==> config.mk <==
export PLATFORM = sky130hd
export DESIGN_NAME = sensor_frame_temperature_decoder
export DESIGN_NICKNAME = d
export VERILOG_FILES = /design/src/rtl/sftd_pkg.sv /design/src/rtl/sftd_temp_conv.sv /design/src/rtl/sensor_frame_temperature_decoder.sv
export SDC_FILE = /design/constraint.sdc
export NUM_CORES = 1
export LEC_CHECK = 0
export BUFFER_PORTS_ARGS = -buffer_cell sky130_fd_sc_hd__buf_2
export CAP_MARGIN = 30
export CORE_MARGIN = 2
export CORE_UTILIZATION = 60
export CTS_CLUSTER_DIAMETER = 50
export DETAILED_ROUTE_END_ITERATION = 6
export GPL_ROUTABILITY_DRIVEN = 1
export HOLD_SLACK_MARGIN = 0.05
export PLACE_DENSITY = 0.78
export SLEW_MARGIN = 20
export SYNTH_ARGS = -nofsm -noshare
export SYNTH_HDL_FRONTEND = slang
export SYNTH_SLANG_ARGS = --single-unit
==> constraint.sdc <==
create_clock -name clk_i -period 8.9 [get_ports clk_i]
set_input_delay 0.89 -clock clk_i [delete_from_list [all_inputs] [get_ports clk_i]]
set_output_delay 0.89 -clock clk_i [all_outputs]
set_load 0.1 [all_outputs]
==> src/rtl/sftd_pkg.sv <==
// Shared types, constants and the CRC-8 helper for the sensor frame decoder.
`timescale 1ns / 1ps

package sftd_pkg;

  // Position of the next byte within a three-byte frame
  typedef enum logic [1:0] {
    POS_HIGH = 2'd0,
    POS_LOW  = 2'd1,
    POS_CRC  = 2'd2
  } byte_pos_e;

  // CRC-8, x^8+x^5+x^4+1, no reflection, no final xor
  localparam logic [7:0] CRC_POLY_LOW = 8'h31;

  // Low byte: bits [7:2] are data, bit 1 is the status flag
  localparam logic [7:0] LOW_DATA_MASK = 8'hFC;
  localparam int unsigned STATUS_BIT   = 1;

  // temperature = trunc((raw * 17572 - 307036160) / 6553600)
  localparam logic [14:0]        TEMP_SCALE  = 15'd17572;
  localparam logic signed [31:0] TEMP_OFFSET = 32'sd307036160;

  // 6553600 = 2^18 * 25; divide by 25 as multiply by ceil(2^16/25)
  localparam int unsigned        DIV_SHIFT   = 18;
  localparam logic [11:0]        DIV25_RECIP = 12'd2622;
  localparam int unsigned        RECIP_SHIFT = 16;

  localparam logic signed [7:0]  TEMP_MAX = 8'sd127;
  localparam logic signed [7:0]  TEMP_MIN = -8'sd128;

  // Per-result side information carried along the pipeline
  typedef struct packed {
    logic [15:0] raw;
    logic        status_err;
    logic        crc_err;
  } frame_info_t;

  // One byte through the CRC-8 shift register
  function automatic logic [7:0] crc8_update(input logic [7:0] crc, input logic [7:0] data);
    logic [7:0] v;
    v = crc ^ data;
    for (int i = 0; i < 8; i++) begin
      if (v[7]) begin
        v = {v[6:0], 1'b0} ^ CRC_POLY_LOW;
      end else begin
        v = {v[6:0], 1'b0};
      end
    end
    return v;
  endfunction

endpackage

==> src/rtl/sftd_temp_conv.sv <==
// Scaled reading to degrees Celsius: truncating divide by 6553600, saturation and status override.
`timescale 1ns / 1ps

module sftd_temp_conv (
  input  logic signed [31:0] num_i,         // raw * scale - offset
  input  logic               status_err_i,
  output logic signed [7:0]  temperature_o
);

  logic        neg;
  logic [30:0] mag;
  logic [12:0] coarse;
  logic [24:0] prod;
  logic [8:0]  quot;

  // Magnitude, then drop the power-of-two part of the divisor
  assign neg    = num_i[31];
  assign mag    = neg ? 31'(-num_i) : num_i[30:0];
  assign coarse = mag[30:sftd_pkg::DIV_SHIFT];

  // Divide by 25 via reciprocal; exact for coarse below 4681
  assign prod = 25'(coarse * sftd_pkg::DIV25_RECIP);
  assign quot = prod[24:sftd_pkg::RECIP_SHIFT];

  // Status override, sign restore and saturation
  always_comb begin
    priority if (status_err_i) begin
      temperature_o = sftd_pkg::TEMP_MIN;
    end else if (neg) begin
      temperature_o = 8'(9'd0 - quot);
    end else if (quot > 9'd127) begin
      temperature_o = sftd_pkg::TEMP_MAX;
    end else begin
      temperature_o = quot[7:0];
    end
  end

endmodule

==> src/rtl/sensor_frame_temperature_decoder.sv <==
// Top level: three-byte sensor frame decoder with CRC check and temperature conversion.
//
// Input stream: one frame byte per item on s_axis; s_axis_tuser marks the
// first byte of a frame and restarts position and CRC. After the high byte,
// the low byte (bit 1 is the sensor status) and the checksum byte, one
// result leaves on m_axis; bytes one and two give no result. A frame that is
// restarted before its third byte is dropped without a result.
// Path: a checksum byte passes the input register, then the CRC/scale register,
// then the divide/saturate output register, where its result becomes valid.
// Throughput: one byte per cycle while the output is not stalled; each of the three
// registers is a full stage with its own valid bit, so bubbles are squeezed out.
// Stall: while m_axis_tready is low the result holds on the port; bytes keep
// being taken until the three stages are full, then s_axis_tready drops.
// Reset: all stages empty, byte position, running CRC and data bytes zero.
`timescale 1ns / 1ps

module sensor_frame_temperature_decoder (
  input  logic        clk_i,
  input  logic        rst_ni,
  input  logic        s_axis_tvalid,
  output logic        s_axis_tready,
  input  logic [7:0]  s_axis_tdata,   // [7:0] data_byte
  input  logic        s_axis_tuser,   // [0] frame_start
  output logic        m_axis_tvalid,
  input  logic        m_axis_tready,
  output logic [23:0] m_axis_tdata,   // [7:0] temperature, [23:8] raw_reading
  output logic [1:0]  m_axis_tuser    // [0] status_error, [1] crc_error
);

  // Stage handshake
  logic out_ready, b_ready, a_ready;
  logic a_move;

  // Input register
  logic       a_valid_q;
  logic [7:0] a_byte_q;
  logic       a_start_q;

  // Frame state
  sftd_pkg::byte_pos_e pos_q, pos_d, pos_cur;
  logic [7:0]          crc_q, crc_d;
  logic [7:0]          high_q, high_d;
  logic [7:0]          low_q, low_d;
  logic                is_last;

  // Conversion stage
  logic                  b_valid_q;
  logic signed [31:0]    b_num_q, b_num_d;
  sftd_pkg::frame_info_t b_info_q, b_info_d;
  logic [30:0]           scaled;

  // Output register
  logic                  out_valid_q;
  logic signed [7:0]     out_temp_q, temp_d;
  sftd_pkg::frame_info_t out_info_q;

  assign out_ready     = !out_valid_q || m_axis_tready;
  assign b_ready       = !b_valid_q || out_ready;
  assign a_ready       = !a_valid_q || b_ready;
  assign s_axis_tready = a_ready;
  assign a_move        = a_valid_q && b_ready;

  // Input register
  always_ff @(posedge clk_i or negedge rst_ni) begin
    if (!rst_ni) begin
      a_valid_q <= 1'b0;
    end else if (a_ready) begin
      a_valid_q <= s_axis_tvalid;
    end
  end

  always_ff @(posedge clk_i) begin
    if (a_ready && s_axis_tvalid) begin
      a_byte_q  <= s_axis_tdata;
      a_start_q <= s_axis_tuser;
    end
  end

  // Frame position, running CRC and data byte capture
  always_comb begin
    pos_cur = a_start_q ? sftd_pkg::POS_HIGH : pos_q;
    pos_d   = pos_q;
    crc_d   = crc_q;
    high_d  = high_q;
    low_d   = low_q;
    is_last = 1'b0;
    unique case (pos_cur)
      sftd_pkg::POS_LOW: begin
        low_d = a_byte_q;
        crc_d = sftd_pkg::crc8_update(crc_q, a_byte_q);
        pos_d = sftd_pkg::POS_CRC;
      end
      sftd_pkg::POS_CRC: begin
        is_last = 1'b1;
        crc_d   = '0;
        pos_d   = sftd_pkg::POS_HIGH;
      end
      default: begin
        high_d = a_byte_q;
        crc_d  = sftd_pkg::crc8_update(8'h00, a_byte_q);
        pos_d  = sftd_pkg::POS_LOW;
      end
    endcase
  end

  always_ff @(posedge clk_i or negedge rst_ni) begin
    if (!rst_ni) begin
      pos_q  <= sftd_pkg::POS_HIGH;
      crc_q  <= '0;
      high_q <= '0;
      low_q  <= '0;
    end else if (a_move) begin
      pos_q  <= pos_d;
      crc_q  <= crc_d;
      high_q <= high_d;
      low_q  <= low_d;
    end
  end

  // Raw reading, flags and scaled value for the frame's last byte
  always_comb begin
    b_info_d.raw        = {high_q, low_q & sftd_pkg::LOW_DATA_MASK};
    b_info_d.status_err = low_q[sftd_pkg::STATUS_BIT];
    b_info_d.crc_err    = !b_info_d.status_err && (crc_q != a_byte_q);
    scaled              = 31'(b_info_d.raw * sftd_pkg::TEMP_SCALE);
    b_num_d             = $signed({1'b0, scaled}) - sftd_pkg::TEMP_OFFSET;
  end

  always_ff @(posedge clk_i or negedge rst_ni) begin
    if (!rst_ni) begin
      b_valid_q <= 1'b0;
    end else if (b_ready) begin
      b_valid_q <= a_valid_q && is_last;
    end
  end

  always_ff @(posedge clk_i) begin
    if (a_move && is_last) begin
      b_num_q  <= b_num_d;
      b_info_q <= b_info_d;
    end
  end

  // Divide and saturate
  sftd_temp_conv u_temp_conv (
    .num_i         (b_num_q),
    .status_err_i  (b_info_q.status_err),
    .temperature_o (temp_d)
  );

  // Output register
  always_ff @(posedge clk_i or negedge rst_ni) begin
    if (!rst_ni) begin
      out_valid_q <= 1'b0;
    end else if (out_ready) begin
      out_valid_q <= b_valid_q;
    end
  end

  always_ff @(posedge clk_i) begin
    if (out_ready && b_valid_q) begin
      out_temp_q <= temp_d;
      out_info_q <= b_info_q;
    end
  end

  assign m_axis_tvalid = out_valid_q;
  assign m_axis_tdata  = {out_info_q.raw, out_temp_q};
  assign m_axis_tuser  = {out_info_q.crc_err, out_info_q.status_err};

endmodule

==> results by group, run 1 <==
Outcome
  – Outcome: completed

Global routing
  – Global route total overflow: 0
  – Most used routing layer in global routing: met2
  – Global routing met2 resource utilization: 0.418
  – Via count of the first global-routing pass: roughly 7000
  – Overall Global Routing Usage: 0.235
  – Largest net degree at the start of global routing: 32
  – Global-route wire length before repair: 33.3 mm
  – Number of antenna violations at the first check in global routing: 0
  – Global routing met3 resource utilization: 0.0336
  – Met1 usage: 0.298

Logic synthesis
  – Synthesis-stage register bit count: roughly 100
  – Synth Instances: approximately 980
  – Top cells by instance count after synthesis: sky130_fd_sc_hd__ha_1 (178), sky130_fd_sc_hd__inv_1 (170), sky130_fd_sc_hd__edfxtp_1 (74), sky130_fd_sc_hd__fa_1 (63), sky130_fd_sc_hd__xnor2_1 (52)
  – Post-synthesis async set-or-reset flop share: 0.275
  – Post-Syn Area per Cell: just over 10 um2
  – Portion of synthesized cell area occupied by the leading cell type: 0.220
  – EDFF count, synth: 74
  – Primary flip-flop cell chosen by synthesis mapping: sky130_fd_sc_hd__edfxtp_1
  – Most numerous cell in the Yosys netlist: sky130_fd_sc_hd__ha_1
  – Syn Std Cell Area: 10100 um2
  – Leading cell types by total area after synthesis: sky130_fd_sc_hd__ha_1 (22%), sky130_fd_sc_hd__edfxtp_1 (22%), sky130_fd_sc_hd__fa_1 (12%), sky130_fd_sc_hd__dfrtp_1 (6.9%), sky130_fd_sc_hd__inv_1 (6.3%)
  – Number of distinct library cell variants in the gate-level netlist after synthesis: slightly below 70
  – Number of warnings reported in the yosys synthesis log: 0
  – Post-synthesis sequential area ratio: 0.289
  – Cell taking the most area after synthesis: sky130_fd_sc_hd__ha_1

Timing
  – Total negative setup slack: 0 ps
  – Post-route worst hold slack: ~420 ps
  – Shortest period the worst path allows: between 8000 and 9000 ps
  – Worst Max-Slew Pin Slew: 867 ps
  – Maximum achievable frequency: 0.120 GHz
  – Worst slew slack as a fraction of its limit: 0.422
  – Setup repair after global routing missed its margin: no
  – Final setup violation count: 0
  – Share of the cycle needed by the critical path after routing: 0.935
  – Number of max-slew violations in the final report: 0
  – Final hold vios: 0
  – Clock skew: 12.5 ps

Critical path
  – Number of cells on the worst reg-to-reg path: 27
  – Data required time at the worst endpoint: around 9100 ps
  – Data arrival time at the worst-slack endpoint: about 8500 ps
  – Last element of the critical path: out_temp_q[6]$_SDFFCE_PP0P_
  – Register-to-register path setup slack: ~580 ps
  – Setup crit start kind: flip-flop
  – Beginning of the critical path: b_info_q[5]$_DFFE_PP_
  – Worst reg2reg startpoint: b_info_q[5]$_DFFE_PP_
  – Maximum fanout along the worst path: 6
  – Critical path capture point type: flip-flop
  – Crit path kind: reg -> reg
  – Worst flop-to-flop path endpoint: out_temp_q[6]$_SDFFCE_PP0P_

Routing
  – Wirelength, routed: ~20 mm
  – Routed len/inst: ~16 um
  – Average via count per standard cell: ~5.6
  – 1st-iter DRT viols: just over 400
  – Number of optimization iterations in the first detailed-route pass: 5
  – Post-route DRC violation count: 0
  – Antenna violation net count after detailed routing: 0
  – Vias after detailed routing: 7013

Layout
  – ANT cells: 0
  – Final non-filler cell area: 10900 um2
  – Proportion of layout cells with a drive suffix above 1: 0.0877
  – Area Growth Syn to Fin: 7.99%
  – Count of nets after finishing: between 1000 and 1500

Place
  – Routability-driven placement congestion ratio: 0.884
  – Total cell area at the placement stage: ~11000 um2
  – Number of port buffers: 38
  – Detailed Place HPWL: around 16 mm

Clock network
  – Clock transition at path regs: around 80 ps
  – Longest Clk Path Bufs: 2
  – Hold-fix buffers, CTS: 0
  – Number of H-tree levels: 3
  – CTS Buf Count: 9
  – Total setup buffers inserted after CTS: 0
  – Worst skew pair latency: 360 ps
  – CTS tree: done
  – TritonCTS Sinks: between 100 and 150
  – # resized after CTS: 0
  – Clock Root Buffer: sky130_fd_sc_hd__clkbuf_16

Floorplanning
  – Horizontal die dimension: 134 um
  – Area of the core region: between 15000 and 20000 um2
  – Initial core utilization: 0.613
  – Die Footprint: between 15000 and 20000 um2
  – Core Rows: 47
  – I/O pin cnt: approximately 40
  – Die span in y: around 130 um

Flow run
  – Max-capacitance violation count: 0

Hold path
  – Class of the tightest hold or removal check: reg -> reg
## area by class of cell
type / count / area [um2]
Tap cell: 220 / 275
Clock buffer: 9 / 225
Multi-Input combinational cell: 693 / 6520
Fill cell: 1246 / 5590
Timing Repair Buffer: 43 / 248
Sequential cell: 102 / 2920
Clock inverter: 7 / 97.6
Inverter: 172 / 646
## per-layer routing
metal | wire length [um] | part of all wire
met1 | 8840 | 0.44
met2 | 10200 | 0.51
met3 | 593 | 0.030
met4 | 355 | 0.018
met5 | 0 | 0
## logic make-up (layout without fill, tap and decap cells)
| kind of cell | Yosys count | count (layout) | share of synthesized area |
|---|---|---|---|
| AND/OR/NAND/NOR | 180 | 180 | 0.0908 |
| other | 1 | 2 | 0.000370 |
| XOR/XNOR | 90 | 90 | 0.0786 |
| multiplexers | 19 | 19 | 0.0206 |
| AO/OA/AOI/OAI | 159 | 159 | 0.105 |
| adder cells (fa/ha/maj) | 243 | 243 | 0.346 |
| flip-flops | 102 | 102 | 0.289 |
| buffers and inverters | 185 | 231 | 0.0693 |
## through the flow
stage | util | std cells | setup WS, ps
2_1_floorplan | - | 980 | 1230
3_3_place_gp | 0.640 | 1228 | 706
3_5_place_dp | 0.642 | 1230 | 387
4_1_cts | 0.661 | 1246 | 353
5_1_grt | 0.662 | 1246 | 34.3
6_report | 0.662 | 1246 | 579
## state kept, by name, indices dropped and copies added (netlist names)
| register | cells |
|---|---|
| high_q | 8 |
| a_start_q | 1 |
| pos_q | 2 |
| b_info_q | 16 |
| m_axis_tvalid | 1 |
| low_q | 7 |
| a_byte_q | 8 |
| out_temp_q | 8 |
| a_valid_q | 1 |
| crc_q | 8 |
| m_axis_tdata | 14 |
| m_axis_tuser | 2 |
| b_valid_q | 1 |
| b_num_q | 25 |
## cells in the final DEF, fill, tap and decap left out, drive strengths merged, types with 5 or more instances in the layout
master and instances:
o21ai 32, clkbuf 9, o31ai 8, nor2 39, xnor2 52, ha 178, a21o 14, o211ai 5
a21oi 38, or3 6, a211oi 11, nor4 8, nand2 49, nand2b 11, nand3 8, and2 7
buf 43, edfxtp 74, mux2 15, inv 176, fa 63, dfrtp 28, nor3 18, o21a 8
and3 6, nor2b 9, a221oi 5, xor2 38
## worst min path at each step
stage	start	to	slack, ps	depth (start not counted)
5_1_grt	b_info_q[10]$_DFFE_PP_	m_axis_tdata[16]$_DFFE_PP_	430	0
6_report	b_info_q[10]$_DFFE_PP_	m_axis_tdata[16]$_DFFE_PP_	420	0
4_1_cts	b_info_q[10]$_DFFE_PP_	m_axis_tdata[16]$_DFFE_PP_	420	0
2_1_floorplan	b_info_q[7]$_DFFE_PP_	m_axis_tdata[13]$_DFFE_PP_	400	0
3_3_place_gp	b_info_q[16]$_DFFE_PP_	m_axis_tdata[22]$_DFFE_PP_	400	0
3_5_place_dp	b_info_q[10]$_DFFE_PP_	m_axis_tdata[16]$_DFFE_PP_	410	0
## critical path, cell delays in order, from the launching register on
cell and delay, ps:
sky130_fd_sc_hd__edfxtp_1 430, sky130_fd_sc_hd__nor4_1 380, sky130_fd_sc_hd__nand4_1 210, sky130_fd_sc_hd__or4_4 480, sky130_fd_sc_hd__or4_4 440, sky130_fd_sc_hd__or3_4 360
sky130_fd_sc_hd__or4_4 430, sky130_fd_sc_hd__nand2_1 100, sky130_fd_sc_hd__xnor2_1 340, sky130_fd_sc_hd__inv_2 170, sky130_fd_sc_hd__fa_1 520, sky130_fd_sc_hd__inv_1 40
sky130_fd_sc_hd__ha_1 300, sky130_fd_sc_hd__fa_1 460, sky130_fd_sc_hd__fa_1 540, sky130_fd_sc_hd__inv_1 50, sky130_fd_sc_hd__fa_1 530, sky130_fd_sc_hd__inv_1 40
sky130_fd_sc_hd__ha_1 340, sky130_fd_sc_hd__nand2_1 90, sky130_fd_sc_hd__o21ai_0 140, sky130_fd_sc_hd__o21ai_0 160, sky130_fd_sc_hd__a2111oi_0 470, sky130_fd_sc_hd__a311oi_1 150
sky130_fd_sc_hd__nor3_1 360, sky130_fd_sc_hd__nand3b_1 150, sky130_fd_sc_hd__xor2_1 170, sky130_fd_sc_hd__a211oi_1 270
Power of run 1 is left out: the tool's default activity adds up to more than one toggle a clock period on the data nets, which glitch-free logic cannot reach.
==> run 2, diff against run 1 <==
--- a/config.mk
+++ b/config.mk
@@ -7,13 +7,15 @@
 export LEC_CHECK = 0
 export BUFFER_PORTS_ARGS = -buffer_cell sky130_fd_sc_hd__buf_2
 export CAP_MARGIN = 30
+export CELL_PAD_IN_SITES_DETAIL_PLACEMENT = 0
+export CELL_PAD_IN_SITES_GLOBAL_PLACEMENT = 2
 export CORE_MARGIN = 2
-export CORE_UTILIZATION = 60
+export CORE_UTILIZATION = 42
 export CTS_CLUSTER_DIAMETER = 50
 export DETAILED_ROUTE_END_ITERATION = 6
 export GPL_ROUTABILITY_DRIVEN = 1
 export HOLD_SLACK_MARGIN = 0.05
-export PLACE_DENSITY = 0.78
+export PLACE_DENSITY_LB_ADDON = 0.1
 export SLEW_MARGIN = 20
 export SYNTH_ARGS = -nofsm -noshare
 export SYNTH_HDL_FRONTEND = slang
==> run 2 against run 1 <==
Utilization shrank 19 points. Fmax shrank 0.62%. Global-route usage shrank 5.8 points. Via count shrank 4.0%. Critical path type unchanged. Highest routed layer unchanged.
==> results by group, run 2 (same netlist as run 1, synthesis figures left out) <==
Layout
  – Commonest non-fill, non-tap cells in the layout: sky130_fd_sc_hd__ha_1 (178), sky130_fd_sc_hd__inv_1 (170), sky130_fd_sc_hd__edfxtp_1 (74) (was sky130_fd_sc_hd__ha_1 (178), sky130_fd_sc_hd__inv_1 (169), sky130_fd_sc_hd__edfxtp_1 (74))
  – Area Growth Syn to Fin: 9.46% (was 7.99%)
  – Final non-filler cell area: 11100 um2 (was 10900 um2)
  – Core Util, Final: 0.471 (was 0.662)
  – Count of nets after finishing: 1280 (was 1275)
  – Largest reg by FF count: b_num_q (unchanged)
  – Proportion of layout cells with a drive suffix above 1: 0.0912 (was 0.0877)
  – Leading cell type in the layout, fill and taps excluded: sky130_fd_sc_hd__ha_1 (unchanged)
  – Max FFs per register: 25 (unchanged)
  – ANT cells: 0 (unchanged)

Critical path
  – Data required time at the worst endpoint: 9010 ps (was 9070 ps)
  – Maximum fanout along the worst path: 6 (unchanged)
  – Beginning of the critical path: b_num_q[7]$_DFFE_PP_ (was b_info_q[5]$_DFFE_PP_)
  – Crit-path max cell delay: 550 ps (was 540 ps)
  – Critical path capture point type: flip-flop (unchanged)
  – Crit path kind: reg -> reg (unchanged)
  – Worst reg2reg startpoint: b_num_q[7]$_DFFE_PP_ (was b_info_q[5]$_DFFE_PP_)
  – Number of cells on the worst reg-to-reg path: 26 (was 27)
  – Register-to-register path setup slack: 530 ps (was 580 ps)
  – Last element of the critical path: out_temp_q[7]$_SDFFCE_PP1P_ (was out_temp_q[6]$_SDFFCE_PP0P_)
  – Slowest CP cell: sky130_fd_sc_hd__fa_1 (unchanged)
  – Data arrival time at the worst-slack endpoint: 8490 ps (was 8500 ps)
  – Worst flop-to-flop path endpoint: out_temp_q[7]$_SDFFCE_PP1P_ (was out_temp_q[6]$_SDFFCE_PP0P_)
  – Setup crit start kind: flip-flop (unchanged)

Routing
  – Post-route DRC violation count: 0 (unchanged)
  – Routed len/inst: 15.7 um (was 16.1 um)
  – Vias after detailed routing: 6730 (was 7013)
  – Average via count per standard cell: 4.99 (was 5.63)
  – 1st-iter DRT viols: 288 (was 415)
  – Antenna violation net count after detailed routing: 0 (unchanged)
  – Number of optimization iterations in the first detailed-route pass: 4 (was 5)
  – Wirelength, routed: 21.3 mm (was 20.0 mm)

Timing
  – Share of the cycle needed by the critical path after routing: 0.941 (was 0.935)
  – Clock skew: 8.05 ps (was 12.5 ps)
  – Final hold vios: 0 (unchanged)
  – Worst Max-Slew Pin Slew: 884 ps (was 867 ps)
  – Total negative setup slack: 0 ps (unchanged)
  – Worst slew slack as a fraction of its limit: 0.410 (was 0.422)
  – Maximum achievable frequency: 0.119 GHz (was 0.120 GHz)
  – Number of max-slew violations in the final report: 0 (unchanged)
  – Setup slack after layout: 527 ps (was 579 ps)
  – Setup repair after global routing missed its margin: no (unchanged)
  – Shortest period the worst path allows: 8370 ps (was 8320 ps)
  – Final setup violation count: 0 (unchanged)

Floorplanning
  – Horizontal die dimension: 159 um (was 134 um)
  – Core Rows: 56 (was 47)
  – Die Footprint: 25400 um2 (was 17900 um2)
  – Area of the core region: 23500 um2 (was 16500 um2)
  – I/O pin cnt: 41 (unchanged)
  – Die span in y: 159 um (was 134 um)
  – Initial core utilization: 0.430 (was 0.613)

Clock network
  – Worst skew pair latency: 350 ps (was 360 ps)
  – Longest Clk Path Bufs: 2 (unchanged)
  – Number of H-tree levels: 3 (unchanged)
  – Total setup buffers inserted after CTS: 0 (unchanged)
  – Clock Root Buffer: sky130_fd_sc_hd__clkbuf_16 (unchanged)
  – CTS tree: done (unchanged)
  – CTS Buf Count: 9 (unchanged)
  – TritonCTS Sinks: 102 (unchanged)
  – Clock transition at path regs: 80 ps (about the same)

Global routing
  – Global route total overflow: 0 (unchanged)
  – Number of antenna violations at the first check in global routing: 0 (unchanged)
  – Largest net degree at the start of global routing: 31 (was 32)
  – Overall Global Routing Usage: 0.177 (was 0.235)
  – Met1 usage: 0.234 (was 0.298)
  – Via count of the first global-routing pass: 7021 (was 7027)
  – Global routing met2 resource utilization: 0.309 (was 0.418)
  – Global-route wire length before repair: 35.8 mm (was 33.3 mm)
  – Global routing met3 resource utilization: 0.0203 (was 0.0336)
  – Most used routing layer in global routing: met2 (unchanged)

Hold path
  – Class of the tightest hold or removal check: reg -> reg (unchanged)

Flow run
  – Max-capacitance violation count: 0 (unchanged)

Place
  – Routability-driven placement congestion ratio: 0.764 (was 0.884)
  – Number of port buffers: 38 (unchanged)
  – Detailed Place HPWL: 17.7 mm (was 16.1 mm)
  – Total cell area at the placement stage: 10800 um2 (was 10600 um2)
  – DP Worst Slack: 466 ps (was 387 ps)

Outcome
  – Outcome: completed (unchanged)
## run 2: changes by cell type in the layout (fill, tap and decap cells not counted), sizes merged
cell / previous run / this run
inv: 176 / 175
clkinv: 2 / 4
bufinv: 1 / 0
buf: 43 / 48
## run 2: worst min path at each step
stage | startpoint | end | slack, ps | cells after the start
floorplan | b_info_q[7]$_DFFE_PP_ | m_axis_tdata[13]$_DFFE_PP_ | 400 | 0
global placement | b_info_q[17]$_DFFE_PP_ | m_axis_tdata[23]$_DFFE_PP_ | 400 | 0
detailed placement | b_info_q[8]$_DFFE_PP_ | m_axis_tdata[14]$_DFFE_PP_ | 400 | 0
CTS | b_info_q[12]$_DFFE_PP_ | m_axis_tdata[18]$_DFFE_PP_ | 420 | 0
global route | b_info_q[12]$_DFFE_PP_ | m_axis_tdata[18]$_DFFE_PP_ | 420 | 0
finish | b_info_q[12]$_DFFE_PP_ | m_axis_tdata[18]$_DFFE_PP_ | 420 | 0
## run 2: final cells by class
class	count	area (um2)
clock buffer	9	225
fill	2322	12500
multi-input combinational	693	6520
sequential	102	2920
tap	319	399
timing repair buffer	48	285
inverter	172	646
clock inverter	7	86.3
## run 2: what timing repair did
| action | in CTS | in global routing |
|---|---|---|
| hold buffers | 0 | 0 |
| endpoints found under the hold margin | 0 | 0 |
| setup endpoints to repair | 0 | 1 |
| resized for setup | 0 | 1 |
## run 2: through the flow
| step | hold slack, ps | cells |
|---|---|---|
| after floorplan | 400 | 980 |
| after global placement | 403 | 1332 |
| after detailed placement | 405 | 1334 |
| after CTS | 425 | 1350 |
| after global routing | 420 | 1350 |
| final | 424 | 1350 |
## run 2: layer usage
layer | wire [um] | part of all wire
met1 | 10200 | 0.48
met2 | 10300 | 0.48
met3 | 379 | 0.018
met4 | 325 | 0.015
met5 | 0 | 0
## run 2: worst max-delay path, delay by kind of cell (launching register included)
kind | cells | cell delay [ps]
AOI/OAI and AO/OA | 5 | 1420
xor gates and xnor gates | 2 | 500
adders and majority gates | 6 | 2590
buffers and inverters | 4 | 410
DFF | 1 | 360
and+or+nand+nor | 9 | 2830
Power of run 2 is left out for the same reason.
==> run 3, diff against run 2 <==
--- a/config.mk
+++ b/config.mk
@@ -9,6 +9,7 @@
 export CAP_MARGIN = 30
 export CELL_PAD_IN_SITES_DETAIL_PLACEMENT = 0
 export CELL_PAD_IN_SITES_GLOBAL_PLACEMENT = 2
+export CORE_ASPECT_RATIO = 0.7
 export CORE_MARGIN = 2
 export CORE_UTILIZATION = 42
 export CTS_CLUSTER_DIAMETER = 50
==> run 3 against run 2 <==
Global-route usage rose by 0.57 points. Sequential cell count did not move. Fmax rose by 1.1%. Utilization fell by 0.20 points. Count of clock-buffer cells in the layout did not move. Final area barely moved. Critical path depth did not move. First-iteration DRC count rose by 16%. Clock skew rose by 2.8 ps. Via count rose by 1.9%.
==> results by group, run 3 (same netlist as run 1, synthesis figures left out) <==
Layout
  – Largest reg by FF count: b_num_q (unchanged)
  – Area Growth Syn to Fin: 9.45% (was 9.46%)
  – Commonest non-fill, non-tap cells in the layout: sky130_fd_sc_hd__ha_1 (178), sky130_fd_sc_hd__inv_1 (170), sky130_fd_sc_hd__edfxtp_1 (74) (unchanged)
  – Max FFs per register: 25 (unchanged)
  – Count of nets after finishing: 1283 (was 1280)
  – Leading cell type in the layout, fill and taps excluded: sky130_fd_sc_hd__ha_1 (unchanged)
  – Proportion of layout cells with a drive suffix above 1: 0.0938 (was 0.0912)

Place
  – Routability-driven placement congestion ratio: 0.808 (was 0.764)
  – Detailed Place HPWL: 18.1 mm (was 17.7 mm)
  – Number of port buffers: 38 (unchanged)

Timing
  – Total negative setup slack: 0 ps (unchanged)
  – Setup repair after global routing missed its margin: no (unchanged)
  – Maximum achievable frequency: 0.121 GHz (was 0.119 GHz)
  – Shortest period the worst path allows: 8290 ps (was 8370 ps)
  – Clock skew: 10.8 ps (was 8.05 ps)
  – Final setup violation count: 0 (unchanged)
  – Worst Max-Slew Pin Slew: 916 ps (was 884 ps)
  – Share of the cycle needed by the critical path after routing: 0.931 (was 0.941)
  – Final hold vios: 0 (unchanged)
  – Number of max-slew violations in the final report: 0 (unchanged)
  – Worst slew slack as a fraction of its limit: 0.385 (was 0.410)

Clock network
  – Clock transition at path regs: 80 ps (about the same)
  – Clock Root Buffer: sky130_fd_sc_hd__clkbuf_16 (unchanged)
  – Number of H-tree levels: 3 (unchanged)
  – Hold-fix buffers, CTS: 0 (unchanged)
  – Longest Clk Path Bufs: 2 (unchanged)
  – CTS Buf Count: 9 (unchanged)
  – TritonCTS Sinks: 102 (unchanged)
  – Worst skew pair latency: 360 ps (was 350 ps)
  – Total setup buffers inserted after CTS: 0 (unchanged)
  – CTS tree: done (unchanged)

Global routing
  – Global-route wire length before repair: 35.9 mm (was 35.8 mm)
  – Number of antenna violations at the first check in global routing: 0 (unchanged)
  – Via count of the first global-routing pass: 6516 (was 7021)
  – Global route total overflow: 0 (unchanged)
  – Overall Global Routing Usage: 0.182 (was 0.177)
  – Largest net degree at the start of global routing: 42 (was 31)

Critical path
  – Critical path capture point type: flip-flop (unchanged)
  – Data required time at the worst endpoint: 8970 ps (was 9010 ps)
  – Data arrival time at the worst-slack endpoint: 8360 ps (was 8490 ps)
  – Cell with the most instances on the worst path: sky130_fd_sc_hd__fa_1
  – Setup crit start kind: flip-flop (unchanged)
  – Slowest CP cell: sky130_fd_sc_hd__fa_1 (unchanged)
  – Maximum fanout along the worst path: 7 (was 6)
  – Family with the most delay on the worst path: adder cells (was simple AND/OR/NAND/NOR gates)
  – Crit-path max cell delay: 550 ps (about the same)
  – Crit path kind: reg -> reg (unchanged)
  – Bufs and invs on worst path: 3 (was 4)

Routing
  – Average via count per standard cell: 5.07 (was 4.99)
  – Wirelength, routed: 21.9 mm (was 21.3 mm)
  – 1st-iter DRT viols: 334 (was 288)
  – Number of optimization iterations in the first detailed-route pass: 4 (unchanged)
  – Antenna violation net count after detailed routing: 0 (unchanged)
  – Post-route DRC violation count: 0 (unchanged)
  – Routed len/inst: 16.2 um (was 15.7 um)
  – Vias after detailed routing: 6861 (was 6730)

Floorplanning
  – I/O pin cnt: 41 (unchanged)
  – Initial core utilization: 0.428 (was 0.430)
  – Area of the core region: 23600 um2 (was 23500 um2)
  – Core Rows: 47 (was 56)
  – Die span in y: 134 um (was 159 um)
  – Die Footprint: 25400 um2 (about the same)
  – Horizontal die dimension: 190 um (was 159 um)

Outcome
  – Outcome: completed (unchanged)

Hold path
  – Class of the tightest hold or removal check: reg -> reg (unchanged)

Flow run
  – Max-capacitance violation count: 0 (unchanged)
run 3: metal layers:
layer,vias to the layer above,GRT usage,share of wire
met5,-,0,0
met4,0,0.0297,0.0070
met3,10,0.0285,0.031
met2,72,0.228,0.36
met1,3295,0.319,0.60
li1,3484,-,-
run 3: path summary, 6_finish.rpt:
| path | start | to | slack, ps | cells after the start |
|---|---|---|---|---|
| worst max-delay path | b_num_q[11]$_DFFE_PP_ | out_temp_q[6]$_SDFFCE_PP0P_ | 610 | 26 |
| worst min-delay path | b_info_q[12]$_DFFE_PP_ | m_axis_tdata[18]$_DFFE_PP_ | 420 | 0 |
| worst max register to register | b_num_q[11]$_DFFE_PP_ | out_temp_q[6]$_SDFFCE_PP0P_ | 610 | 26 |
| worst min register to register | b_info_q[12]$_DFFE_PP_ | m_axis_tdata[18]$_DFFE_PP_ | 420 | 0 |
| max in group asynchronous | rst_ni | high_q[6]$_DFFE_PN0P_ | 7890 | 1 |
| min in group asynchronous | rst_ni | pos_q[0]$_DFFE_PN0P_ | 550 | 1 |
run 3: area by class of cell:
cell class | count | area (um2)
fillers | 2285 | 12600
multi-input cells | 693 | 6530
flip-flops and latches | 102 | 2920
inverters | 172 | 646
well taps | 318 | 398
repair buffers | 51 | 284
clock buffers | 9 | 225
clock inverters | 7 | 81.3
diodes | 1 | 2.50
run 3: worst register-to-register path, delay by kind of cell, from the launching register on:
kind	cells	cell delay (ps)
adders and majority gates	7	2970
and+or+nand+nor	9	2930
xor gates and xnor gates	3	900
AOI/OAI and AO/OA	4	680
DFF	1	360
buffers and inverters	3	180
run 3: repair_timing:
action | CTS | global route
setup endpoints to repair | 0 | 3
resized for setup | 0 | 4
endpoints found under the hold margin | 0 | 0
run 3: through the flow:
step | setup WS [ps] | utilization | cell area, um2 | instances | hold slack (ps)
after CTS | 607 | 0.468 | 11100 | 1352 | 422
after global routing | 11.0 | 0.469 | 11100 | 1352 | 427
after detailed placement | 616 | 0.455 | 10800 | 1336 | 405
after global placement | 780 | 0.455 | 10800 | 1335 | 405
final | 615 | 0.469 | 11100 | 1353 | 420
after floorplan | 1230 | - | 10100 | 980 | 400
Power of run 3 is left out for the same reason.
